<file path="config.mk">
export PLATFORM = sky130hd
export DESIGN_NAME = block_stats_above_mean_filter
export DESIGN_NICKNAME = d
export VERILOG_FILES = /design/src/rtl/core/bsamf_pkg.sv /design/src/rtl/core/bsamf_store.sv /design/src/rtl/core/bsamf_cmp.sv /design/src/rtl/core/bsamf_seq.sv /design/src/rtl/core/block_stats_above_mean_filter.sv
export VERILOG_INCLUDE_DIRS = /design/src /design/src/rtl/core
export SDC_FILE = /design/constraint.sdc
export NUM_CORES = 1
export LEC_CHECK = 0
export BUFFER_PORTS_ARGS = -buffer_cell sky130_fd_sc_hd__buf_2
export CAP_MARGIN = 20
export CORE_MARGIN = 3
export CORE_UTILIZATION = 24
export DETAILED_ROUTE_END_ITERATION = 10
export HOLD_SLACK_MARGIN = 0.1
export PLACE_DENSITY = 0.38
export SLEW_MARGIN = 20
export SYNTH_ARGS = -nofsm -noshare
export SYNTH_HDL_FRONTEND = slang
export SYNTH_SLANG_ARGS = --single-unit
</file>
<file path="constraint.sdc">
create_clock -name clk -period 12.3 [get_ports clk]
set_input_delay 0.615 -clock clk [delete_from_list [all_inputs] [get_ports clk]]
set_output_delay 0.615 -clock clk [all_outputs]
set_load 0.01 [all_outputs]
</file>
<file path="src/rtl/core/block_stats_above_mean_filter_macros.svh">
// assertion macros for the grouped mean filter block
// used by bsamf_seq and the top level; needs clk and rst_n in scope
`ifndef BLOCK_STATS_ABOVE_MEAN_FILTER_MACROS_SVH
`define BLOCK_STATS_ABOVE_MEAN_FILTER_MACROS_SVH

// same-cycle implication, checked out of reset
`define BSAMF_ASSERT_NOW(label, cond, cons, msg) \
  label: assert property (@(posedge clk) disable iff (!rst_n) (cond) |-> (cons)) \
    else $error(msg);

// next-cycle implication, checked out of reset
`define BSAMF_ASSERT_NEXT(label, cond, cons, msg) \
  label: assert property (@(posedge clk) disable iff (!rst_n) (cond) |=> (cons)) \
    else $error(msg);

`endif

</file>
<file path="src/rtl/core/bsamf_pkg.sv">
// shared types and constants of the grouped mean filter block
// no dependencies; imported by every module of the block
package bsamf_pkg;

  localparam int SAMPLE_BITS = 16;
  localparam int MAX_GROUP   = 32;
  localparam int CNT_W       = $clog2(MAX_GROUP + 1);
  localparam int ADDR_W      = $clog2(MAX_GROUP);
  localparam int SUM_W       = SAMPLE_BITS + ADDR_W;
  localparam int PROD_W      = SAMPLE_BITS + CNT_W;
  localparam int CFG_W       = 6;

  localparam logic [CFG_W-1:0] GROUP_SIZE_RST = CFG_W'(4);

  typedef enum logic [1:0] {
    KIND_MEMBER = 2'd0,
    KIND_MAX    = 2'd1,
    KIND_MIN    = 2'd2
  } kind_t;

  typedef enum logic [2:0] {
    ST_IDLE,
    ST_READ,
    ST_TEST,
    ST_MEMBER,
    ST_MAX,
    ST_MIN
  } state_t;

  typedef struct packed {
    logic [SAMPLE_BITS-1:0] sample;
    logic                   final_sample;
  } in_item_t;

  typedef struct packed {
    logic [SAMPLE_BITS-1:0] value;
    kind_t                  result_kind;
    logic                   run_end;
  } out_item_t;

  // group store access from the sequencer
  typedef struct packed {
    logic                   wr_en;
    logic [ADDR_W-1:0]      wr_addr;
    logic [SAMPLE_BITS-1:0] wr_data;
    logic                   rd_en;
    logic [ADDR_W-1:0]      rd_addr;
  } mem_req_t;

  // operands for the shared mean test unit
  typedef struct packed {
    logic             start;
    logic [CNT_W-1:0] count;
    logic [SUM_W-1:0] sum;
  } cmp_req_t;

  // result load into the output register
  typedef struct packed {
    logic      load;
    out_item_t item;
  } emit_t;

endpackage

</file>
<file path="src/rtl/core/bsamf_store.sv">
// group store: one write port and one registered read port
// depends on bsamf_pkg
module bsamf_store (
  input  logic                            clk,
  input  bsamf_pkg::mem_req_t             req,
  output logic [bsamf_pkg::SAMPLE_BITS-1:0] rdata
);
  import bsamf_pkg::*;

  logic [SAMPLE_BITS-1:0] mem [MAX_GROUP];
  logic [SAMPLE_BITS-1:0] rdata_r;

  // sample write
  always_ff @(posedge clk) begin
    if (req.wr_en) begin
      mem[req.wr_addr] <= req.wr_data;
    end
  end

  // registered read
  always_ff @(posedge clk) begin
    if (req.rd_en) begin
      rdata_r <= mem[req.rd_addr];
    end
  end

  assign rdata = rdata_r;

endmodule

</file>
<file path="src/rtl/core/bsamf_cmp.sv">
// shared mean test unit: value * count >= sum, result registered
// depends on bsamf_pkg
module bsamf_cmp (
  input  logic                              clk,
  input  logic                              rst_n,
  input  bsamf_pkg::cmp_req_t               req,
  input  logic [bsamf_pkg::SAMPLE_BITS-1:0] value,
  output logic                              pass,
  output logic [bsamf_pkg::SAMPLE_BITS-1:0] pass_value
);
  import bsamf_pkg::*;

  logic [PROD_W-1:0]      prod;
  logic                   pass_r;
  logic [SAMPLE_BITS-1:0] value_r;

  // exact integer test against the group sum
  assign prod = PROD_W'(value) * PROD_W'(req.count);

  always_ff @(posedge clk) begin
    if (!rst_n) begin
      pass_r <= 1'b0;
    end else if (req.start) begin
      pass_r <= (prod >= PROD_W'(req.sum));
    end
  end

  always_ff @(posedge clk) begin
    if (req.start) begin
      value_r <= value;
    end
  end

  assign pass       = pass_r;
  assign pass_value = value_r;

endmodule

</file>
<file path="src/rtl/core/bsamf_seq.sv">
// sequencer: group accumulators, config register and replay control
// depends on bsamf_pkg and the assertion macro header
`include "block_stats_above_mean_filter_macros.svh"

module bsamf_seq (
  input  logic                              clk,
  input  logic                              rst_n,
  input  logic                              cfg_we,
  input  logic [bsamf_pkg::CFG_W-1:0]       cfg_wdata,
  input  logic                              in_valid,
  input  bsamf_pkg::in_item_t               in_item,
  output logic                              in_stall,
  input  logic                              out_ready,
  input  logic                              cmp_pass,
  input  logic [bsamf_pkg::SAMPLE_BITS-1:0] cmp_value,
  output bsamf_pkg::mem_req_t               mem_req,
  output bsamf_pkg::cmp_req_t               cmp_req,
  output bsamf_pkg::emit_t                  emit
);
  import bsamf_pkg::*;

  state_t                 state_r, state_nxt;
  logic [CFG_W-1:0]       group_size_r;
  logic [CNT_W-1:0]       count_r, count_nxt;
  logic [SUM_W-1:0]       sum_r, sum_nxt;
  logic [SAMPLE_BITS-1:0] max_r, max_nxt;
  logic [SAMPLE_BITS-1:0] min_r, min_nxt;
  logic [CNT_W-1:0]       idx_r, idx_nxt;

  logic             accept;
  logic [CNT_W-1:0] count_inc;
  logic [CNT_W-1:0] eff_size;
  logic             close;
  logic             last;

  // effective group size: zero acts as one, clipped to the store depth
  always_comb begin
    if (group_size_r == '0) begin
      eff_size = CNT_W'(1);
    end else if (CNT_W'(group_size_r) > CNT_W'(MAX_GROUP)) begin
      eff_size = CNT_W'(MAX_GROUP);
    end else begin
      eff_size = CNT_W'(group_size_r);
    end
  end

  assign accept    = (state_r == ST_IDLE) && in_valid;
  assign count_inc = count_r + CNT_W'(1);
  assign close     = (count_inc >= eff_size) || in_item.final_sample;
  assign last      = ((idx_r + CNT_W'(1)) == count_r);

  // config register
  always_ff @(posedge clk) begin
    if (!rst_n) begin
      group_size_r <= GROUP_SIZE_RST;
    end else if (cfg_we) begin
      group_size_r <= cfg_wdata;
    end
  end

  // next state
  always_comb begin
    state_nxt = state_r;
    case (state_r)
      ST_IDLE: begin
        if (accept && close) begin
          state_nxt = ST_READ;
        end
      end
      ST_READ:   state_nxt = ST_TEST;
      ST_TEST:   state_nxt = ST_MEMBER;
      ST_MEMBER: begin
        if (!cmp_pass || out_ready) begin
          state_nxt = last ? ST_MAX : ST_READ;
        end
      end
      ST_MAX: begin
        if (out_ready) begin
          state_nxt = ST_MIN;
        end
      end
      ST_MIN: begin
        if (out_ready) begin
          state_nxt = ST_IDLE;
        end
      end
      default:   state_nxt = ST_IDLE;
    endcase
  end

  // outputs of the sequencer
  always_comb begin
    in_stall         = (state_r != ST_IDLE);
    mem_req.wr_en    = accept && (count_r < CNT_W'(MAX_GROUP));
    mem_req.wr_addr  = count_r[ADDR_W-1:0];
    mem_req.wr_data  = in_item.sample;
    mem_req.rd_en    = 1'b0;
    mem_req.rd_addr  = idx_r[ADDR_W-1:0];
    cmp_req.start    = 1'b0;
    cmp_req.count    = count_r;
    cmp_req.sum      = sum_r;
    emit.load        = 1'b0;
    emit.item.value  = cmp_value;
    emit.item.result_kind = KIND_MEMBER;
    emit.item.run_end     = 1'b0;
    case (state_r)
      ST_READ:   mem_req.rd_en = 1'b1;
      ST_TEST:   cmp_req.start = 1'b1;
      ST_MEMBER: emit.load = cmp_pass && out_ready;
      ST_MAX: begin
        emit.load             = out_ready;
        emit.item.value       = max_r;
        emit.item.result_kind = KIND_MAX;
      end
      ST_MIN: begin
        emit.load             = out_ready;
        emit.item.value       = min_r;
        emit.item.result_kind = KIND_MIN;
        emit.item.run_end     = 1'b1;
      end
      default: begin
        emit.load = 1'b0;
      end
    endcase
  end

  // group accumulators and replay index
  always_comb begin
    count_nxt = count_r;
    sum_nxt   = sum_r;
    max_nxt   = max_r;
    min_nxt   = min_r;
    idx_nxt   = idx_r;
    if (accept) begin
      count_nxt = count_inc;
      sum_nxt   = sum_r + SUM_W'(in_item.sample);
      if (in_item.sample > max_r) begin
        max_nxt = in_item.sample;
      end
      if (in_item.sample < min_r) begin
        min_nxt = in_item.sample;
      end
      idx_nxt = '0;
    end
    if ((state_r == ST_MEMBER) && (!cmp_pass || out_ready) && !last) begin
      idx_nxt = idx_r + CNT_W'(1);
    end
    if ((state_r == ST_MIN) && out_ready) begin
      count_nxt = '0;
      sum_nxt   = '0;
      max_nxt   = '0;
      min_nxt   = '1;
    end
  end

  always_ff @(posedge clk) begin
    if (!rst_n) begin
      state_r <= ST_IDLE;
      count_r <= '0;
      sum_r   <= '0;
      max_r   <= '0;
      min_r   <= '1;
      idx_r   <= '0;
    end else begin
      state_r <= state_nxt;
      count_r <= count_nxt;
      sum_r   <= sum_nxt;
      max_r   <= max_nxt;
      min_r   <= min_nxt;
      idx_r   <= idx_nxt;
    end
  end

  // checks
  `BSAMF_ASSERT_NOW(a_count_bound, 1'b1, count_r <= CNT_W'(MAX_GROUP), "count beyond store depth")
  `BSAMF_ASSERT_NOW(a_load_ready, emit.load, out_ready, "result loaded into a full register")
  `BSAMF_ASSERT_NOW(a_replay_order, state_r != ST_IDLE, (min_r <= max_r) && (idx_r < count_r), "replay with empty or inconsistent group")
  `BSAMF_ASSERT_NEXT(a_clear_after_min, (state_r == ST_MIN) && out_ready, (count_r == '0) && (sum_r == '0), "group not cleared after minimum")

endmodule

</file>
<file path="src/rtl/core/block_stats_above_mean_filter.sv">
// Grouped statistics filter with mean threshold.
// Samples arrive on the in_ channel (in_valid / in_stall, item accepted when
// valid is high and stall low). Samples collect into groups of cfg group
// size (written through cfg_we / cfg_wdata, reset value 4, zero acts as one,
// above 32 acts as 32); a sample with final_sample set closes the group early.
// On close the block emits on the out_ channel every member at or above the
// group mean in arrival order (kind 0), then the maximum (kind 1), then the
// minimum (kind 2, run_end set).
// A sample that leaves the group open is taken without a stall. A closing
// sample keeps in_stall high while the group is replayed: each member is
// read from the group store, tested in the shared multiply and compare unit
// and then offered to the output register, followed by the maximum and then
// the minimum. The first result passes the store read register, the compare
// register and the output register.
// The output register holds a result until the receiver takes it; while it
// is full and out_stall is high, the replay waits before its next result and in_stall stays high.
// Synchronous reset (rst_n low) empties the group and the output register and
// restores the group size to 4.
// Depends on bsamf_pkg, bsamf_store, bsamf_cmp, bsamf_seq and the macro header.
`include "block_stats_above_mean_filter_macros.svh"

module block_stats_above_mean_filter (
  input  logic                        clk,
  input  logic                        rst_n,
  input  logic                        cfg_we,
  input  logic [bsamf_pkg::CFG_W-1:0] cfg_wdata,
  input  logic                        in_valid,
  input  bsamf_pkg::in_item_t         in_item,
  output logic                        in_stall,
  output logic                        out_valid,
  output bsamf_pkg::out_item_t        out_item,
  input  logic                        out_stall
);
  import bsamf_pkg::*;

  mem_req_t               mem_req;
  cmp_req_t               cmp_req;
  emit_t                  emit;
  logic [SAMPLE_BITS-1:0] rdata;
  logic                   cmp_pass;
  logic [SAMPLE_BITS-1:0] cmp_value;
  logic                   out_ready;
  logic                   out_valid_r;
  out_item_t              out_item_r;

  bsamf_store u_store (
    .clk   (clk),
    .req   (mem_req),
    .rdata (rdata)
  );

  bsamf_cmp u_cmp (
    .clk        (clk),
    .rst_n      (rst_n),
    .req        (cmp_req),
    .value      (rdata),
    .pass       (cmp_pass),
    .pass_value (cmp_value)
  );

  bsamf_seq u_seq (
    .clk       (clk),
    .rst_n     (rst_n),
    .cfg_we    (cfg_we),
    .cfg_wdata (cfg_wdata),
    .in_valid  (in_valid),
    .in_item   (in_item),
    .in_stall  (in_stall),
    .out_ready (out_ready),
    .cmp_pass  (cmp_pass),
    .cmp_value (cmp_value),
    .mem_req   (mem_req),
    .cmp_req   (cmp_req),
    .emit      (emit)
  );

  // output register: free when empty or being taken this cycle
  assign out_ready = !out_valid_r || !out_stall;

  always_ff @(posedge clk) begin
    if (!rst_n) begin
      out_valid_r <= 1'b0;
    end else if (out_ready) begin
      out_valid_r <= emit.load;
    end
  end

  always_ff @(posedge clk) begin
    if (emit.load) begin
      out_item_r <= emit.item;
    end
  end

  assign out_valid = out_valid_r;
  assign out_item  = out_item_r;

  // checks
  `BSAMF_ASSERT_NOW(a_run_end_kind, out_valid_r && out_item_r.run_end, out_item_r.result_kind == KIND_MIN, "run end on a result other than the minimum")
  `BSAMF_ASSERT_NOW(a_stall_on_result, out_valid_r && (out_item_r.result_kind != KIND_MIN), in_stall, "input taken before group results finished")

endmodule
</file>
**Yosys cells after proc, flatten, opt, wreduce, memory -nomap -nowiden**

Memories as Yosys holds them, arrays and structs flattened. A register that Yosys moved wholly into a read port is not among the register bits.
Index checks and enable logic that the tools add are counted.

- Equality and inequality tests: 10
- Add/sub/neg operators: 3
- Bitwise operators: 1
- Multiplexer cells: 17
- Multiply operators: 1
- $lt $le $gt $ge: 6
- Reductions and logical operators: 23

Operators by type and width:

| cell | number |
|---|---|
| 18-bit case mux with 2 select lines | 1 |
| 6-bit 2-to-1 mux | 4 |
| 22-bit by 21-bit greater-or-equal comparator with 1-bit output | 1 |
| 16-bit by 6-bit multiplier with 22-bit output | 1 |
| 21-bit by 16-bit adder with 21-bit output | 1 |
| 3-bit case mux with 6 select lines | 1 |
| 16-bit greater-than comparator | 1 |
| 16-bit less-than comparator | 1 |
| 3-bit 2-to-1 mux | 5 |
| 6-bit by 1-bit adder with 6-bit output (second input constant) | 2 |
| 1-bit logical AND | 7 |
| 3-bit by 2-bit equality test with 1-bit output (second input constant) | 2 |
| 3-bit equality test (second input constant) | 2 |
| 6-bit equality test | 1 |
| 6-bit greater-or-equal comparator | 1 |
| 6-bit greater-than comparator (second input constant) | 1 |
| 6-bit logical NOT | 1 |
| 6-bit less-than comparator (second input constant) | 1 |
| 2-bit by 1-bit inequality test with 1-bit output (second input constant) | 3 |
| 1-bit 2-to-1 mux | 5 |
| 1-bit logical NOT | 4 |
| 2-bit AND reduction | 2 |
| 4-bit AND reduction | 1 |
| 2-bit OR reduction | 2 |
| other kinds (8) | 10 |

- Input bits: 28
- Memory bits (writable): 512
- Output and inout port bits: 21
- Memories: 1
- Bits in registers: 111

Memories:

| name | words | bits a word | read ports | clocked after memory_dff | write ports | RTL line | RTL |
|---|---|---|---|---|---|---|---|
| u_store.mem | 32 | 16 | 1 | 1 | 1 | bsamf_store.sv:10 | `logic [SAMPLE_BITS-1:0] mem [MAX_GROUP];` |

**Longest topological paths before layout**

- Depth in word-level cells: 8
- Gate-level depth with buffers: 23

**Hierarchy**

A second synthesis with hierarchy kept.

- Cell total of the unflattened synthesis: 2298
- Area, all modules: 30892.1 sq um

Modules (own cells, without submodules):

| module | cells an instance | sequential area each (sq um) | instances | area each (sq um) |
|---|---|---|---|---|
| bsamf_store | 1143 | 15855.2 | 1 | 20696.1 |
| bsamf_seq | 701 | 1481.4 | 1 | 5631.7 |
| bsamf_cmp | 431 | 500.5 | 1 | 3958.8 |
| block_stats_above_mean_filter | 23 | 590.6 | 1 | 605.6 |

**Least setup slack after synthesis**

Ideal clock, no wire load.

- Path type: reg-to-reg
- From: reg u_seq.count_r[5]
- To: reg u_cmp.pass_r (netlist: u_cmp.pass)
- Setup time: 125 ps
- Buffers on the path: 2
- Path slack: 7225 ps
- Data required time: 12175 ps
- Data arrival time: 4950 ps
- Stages on the path, launching flop included: 22
- Cells stage by stage: dfxtp_1 > clkbuf_1 > clkbuf_1 > nand2_1 > fa_1 > fa_1 > fa_1 > inv_1 > ha_1 > a211oi_1 > o21ai_1 > a211oi_2 > nor2_1 > a21oi_1 > o21ai_0 > xor2_1 > ha_1 > a21oi_1 > o22ai_1 > o211ai_1 > and3_1 > a31oi_1

- Cells in the longest elaborated chain, start to end: 2

Ends and longest elaborated chain:

| what | RTL line | RTL |
|---|---|---|
| start: declaration | bsamf_seq.sv:24 | `logic [CNT_W-1:0] count_r, count_nxt;` |
| start signal: assignment | bsamf_seq.sv:166 | `count_r <= count_nxt;` |
| 16-bit by 6-bit multiplier with 22-bit output | bsamf_cmp.sv:18 | `assign prod = PROD_W'(value) * PROD_W'(req.count);` |
| 22-bit by 21-bit greater-or-equal comparator with 1-bit output | bsamf_cmp.sv:24 | `pass_r <= (prod >= PROD_W'(req.sum));` |
| end signal: assignment | bsamf_cmp.sv:24 |  |
| end: declaration | bsamf_cmp.sv:14 | `logic pass_r;` |

No other way between the ends.
A chain may end at the register's enable or synchronous reset.

**Worst setup path in the final report**

- From: reg u_seq.count_r[4]
- To: reg u_cmp.pass_r (netlist: u_cmp.pass)

The elaborated chain is that of the path after synthesis.

==> flow_metrics.tcl <==
set metrics [dict create \
    drtPass1Iterations 5 \
    timing.clock.skew_ns 0.0390 \
    cts_hold_bufs 0 \
    hpwl_mm 51.3 \
    synth_commonest_cells "562 x sky130_fd_sc_hd__edfxtp_1, 160 x sky130_fd_sc_hd__mux4_2, 130 x sky130_fd_sc_hd__inv_1" \
    timing.final.hold_violations 0 \
    core_region_area_um2 123000 \
    worst_pin_slew_ns 1.07 \
    top_usage_layer "met2" \
    finalSetupViolCount 0 \
    drt-wirelength-per-cell_um 22.7 \
    crit_path_end_kind "flip-flop" \
    yosys-top-cells-area "sky130_fd_sc_hd__edfxtp_1 57%, sky130_fd_sc_hd__mux4_2 12%, sky130_fd_sc_hd__dfxtp_1 5.1%" \
    critical_path_class "flip-flop to flip-flop" \
    tritoncts "built" \
    mappedNetlistNets 2116 \
    clk-insertion-delay-late_ns 0.65 \
    worstPathMaxFanout 28 \
    drive_above_1_share_pct 20.6 \
    layout_worst_path_cycle_share_pct 47.0 \
    drv_slew 0 \
    grt_first_pass_wirelength_mm 122 \
    synthMostInstantiatedCell "sky130_fd_sc_hd__edfxtp_1" \
    drtIter0Drc 1133 \
    antenna_violating_nets_post_route 0 \
    synth-seq-cells 638 \
    filler_cell_count 12270 \
    grt_util_all_layers_pct 13.2 \
    clock_edge_transition_at_the_registers_on_the_reported_setup_and_hold_paths_ns 0.06 \
    yosys_warnings 0 \
    design.portCount 49 \
    synth.yosys.seq_area_share_pct 61.8 \
    cts_num_sinks 638 \
    synth_top_flop_cell "sky130_fd_sc_hd__edfxtp_1" \
    p_leak_uw 0.0119 \
    numPlacedInstances 3563 \
    avgViaCountPerCell 4.46 \
    rows 128 \
    post_cts.repair.setup_buffers 0 \
    gr-total-overflow 0 \
    max-clock-path-buffers 3 \
    synth_top_area_share_pct 56.7 \
    grt_setup_unrepaired "false" \
    numCtsBuffers 78 \
    largest_net_degree_at_the_start_of_global_routing 100 \
    irDropWorstVdd_mv 0.0805 \
    minimum_period_implied_by_the_final_worst_setup_slack_ns 5.78 \
    port-buffer-count 48 \
    grt_use_met3_pct 2.28 \
    maxCapViolCount 0 \
    drt-total-wl_mm 84.2 \
    synth_area_per_cell_um2 15.5 \
    floorplan.die.height_um 358 \
    synth_top_cell_by_area "sky130_fd_sc_hd__edfxtp_1" \
    run_status "finished, final reports clean" \
    max_slew_margin_pct 28.8 \
    power_density_nw_per_um2 156 \
    chipWidth_um 358 \
    worst_ep_required_time_ns 12.78 \
    route.detailed.drc 0 \
    routed-via-count 16562 \
    max_clock_freq_ghz 0.173 \
    floorplan.initialDensity_pct 24.3 \
    synth.cell_area_um2 29800 \
    groute.layer.met1.usage_pct 17.3 \
    setup.reg_to_reg.worst_slack_ns 6.52 \
    number_of_h_tree_levels 3 \
    gr-usage-met2_pct 22.3 \
    ctsResizeCount 0 \
    clock-root-buffer "sky130_fd_sc_hd__clkbuf_16" \
    routabilityCongestion 0.756 \
    timing.hold.worst.class "input port to flip-flop" \
    async_flop_share_pct 0 \
    number_of_antenna_violations_at_the_first_check_in_global_routing 8 \
    non_filler_instances 3710 \
    final_nets 2213 \
    timing.critical_path.from_type "flip-flop" \
    fin_setup_tns_ns 0 \
    dieArea_um2 128000 \
    netlist-cell-type-count 61 \
    synth-edff-count 562 \
    area_growth_pct 16.4 \
    reg2reg_depth 19 \
    timing.critical_path.arrival_ns 6.26 \
    netlist_instances 1921 \
    grt_pass1_vias 17464 \
    worstHoldPathCells 3 \
]
## per-layer routing
metal  vias up  wire [um]
met1      8580      37400
met2       383      41100
met3       102       3880
met4         2       1810
met5         -         13
li1       7495          -
## state kept, by name, indices dropped and copies added, names as in the netlist, 3 cells and up
register,flops
out_item,18
u_cmp.pass_value,16
u_seq.count_r,6
u_seq.group_size_r,6
u_seq.idx_r,6
u_seq.max_r,16
u_seq.min_r,16
u_seq.state_r,3
u_seq.sum_r,21
u_store.mem,512
u_store.rdata,16
## through the flow
step	power, uW	instance area [um^2]	hold WS [ns]	setup slack (ns)	util [%]
3_3_place_gp	3250	32200	0.448	6.61	26.3
5_1_grt	5670	34700	0.226	6.01	28.3
3_5_place_dp	3260	32200	0.469	6.61	26.3
2_1_floorplan	2990	29800	0.435	7.22	-
4_1_cts	5500	34700	0.180	6.55	28.3
6_report	5410	34700	0.225	6.52	28.3
## report_power, final
part           internal, uW  leakage [uW]  switching [uW]  total, uW
combinational           269       0.00498             407        676
sequential             2440       0.00569            79.4       2520
clock                  1300       0.00120             917       2210
## layout make-up
class                      instances  area, um^2  area share (%)
tap                             1625        2030            5.86
antenna                            4        10.0          0.0289
clock buffer                     104        2110            6.09
timing repair buffer             104         673            1.94
inverter                         131         492            1.42
clock inverter                    39         339           0.978
multi-input combinational       1065       10600            30.6
sequential                       638       18400            53.1
## worst max-delay path: stages, from the launching register on
cell and delay [ns]:
sky130_fd_sc_hd__dfxtp_1 0.96, sky130_fd_sc_hd__nand2_1 0.17, sky130_fd_sc_hd__fa_1 0.53, sky130_fd_sc_hd__fa_1 0.53, sky130_fd_sc_hd__fa_1 0.54, sky130_fd_sc_hd__inv_1 0.04
sky130_fd_sc_hd__ha_1 0.36, sky130_fd_sc_hd__a211oi_1 0.33, sky130_fd_sc_hd__o21ai_1 0.19, sky130_fd_sc_hd__a211oi_2 0.37, sky130_fd_sc_hd__nor2_1 0.09, sky130_fd_sc_hd__a21oi_1 0.22
sky130_fd_sc_hd__o21ai_0 0.14, sky130_fd_sc_hd__xor2_1 0.16, sky130_fd_sc_hd__ha_1 0.30, sky130_fd_sc_hd__a21oi_1 0.17, sky130_fd_sc_hd__o22ai_1 0.10, sky130_fd_sc_hd__o211ai_1 0.15
sky130_fd_sc_hd__and3_1 0.19, sky130_fd_sc_hd__a31oi_1 0.08
## logic make-up after synthesis
logic type | after synthesis | synth area share [%]
adder cells (fa/ha/maj) | 167 | 8.48
buffers and inverters | 218 | 3.03
AND/OR/NAND/NOR | 428 | 7.07
AO/OA/AOI/OAI | 214 | 4.37
XOR/XNOR | 36 | 1.10
multiplexers | 220 | 14.2
flip-flops | 638 | 61.8
## cells in the final DEF, fill, tap and decap left out, types with 12 or more instances in the layout
cell type	instances
sky130_fd_sc_hd__ha_1	109
sky130_fd_sc_hd__xor2_1	15
sky130_fd_sc_hd__buf_2	48
sky130_fd_sc_hd__buf_4	55
sky130_fd_sc_hd__inv_1	130
sky130_fd_sc_hd__nand3_1	59
sky130_fd_sc_hd__fa_1	58
sky130_fd_sc_hd__o21ai_0	58
sky130_fd_sc_hd__mux2i_1	43
sky130_fd_sc_hd__a211oi_1	17
sky130_fd_sc_hd__o21ai_1	21
sky130_fd_sc_hd__clkinv_2	12
sky130_fd_sc_hd__clkbuf_1	23
sky130_fd_sc_hd__nand2_1	120
sky130_fd_sc_hd__clkbuf_16	81
sky130_fd_sc_hd__a21oi_1	50
sky130_fd_sc_hd__mux2_2	16
sky130_fd_sc_hd__nor2_2	28
sky130_fd_sc_hd__mux4_2	160
sky130_fd_sc_hd__xnor2_1	20
sky130_fd_sc_hd__and2_1	83
sky130_fd_sc_hd__dfxtp_1	73
sky130_fd_sc_hd__nor2_1	57
sky130_fd_sc_hd__a21o_1	16
sky130_fd_sc_hd__edfxtp_1	562
sky130_fd_sc_hd__clkinv_1	18
## final timing paths
| check | endpoint | from |
|---|---|---|
| setup / recovery | u_cmp.pass$_SDFFE_PN0P_ | u_seq.count_r[4]$_SDFFE_PP0P_ |
| hold / removal | u_seq.group_size_r[3]$_SDFFE_PN0P_ | cfg_wdata[3] |
| setup reg to reg | u_cmp.pass$_SDFFE_PN0P_ | u_seq.count_r[4]$_SDFFE_PP0P_ |
| hold reg to reg | u_seq.sum_r[19]$_SDFFE_PP0P_ | u_seq.sum_r[19]$_SDFFE_PP0P_ |
Note: power is estimated with default switching activity, not from simulation.
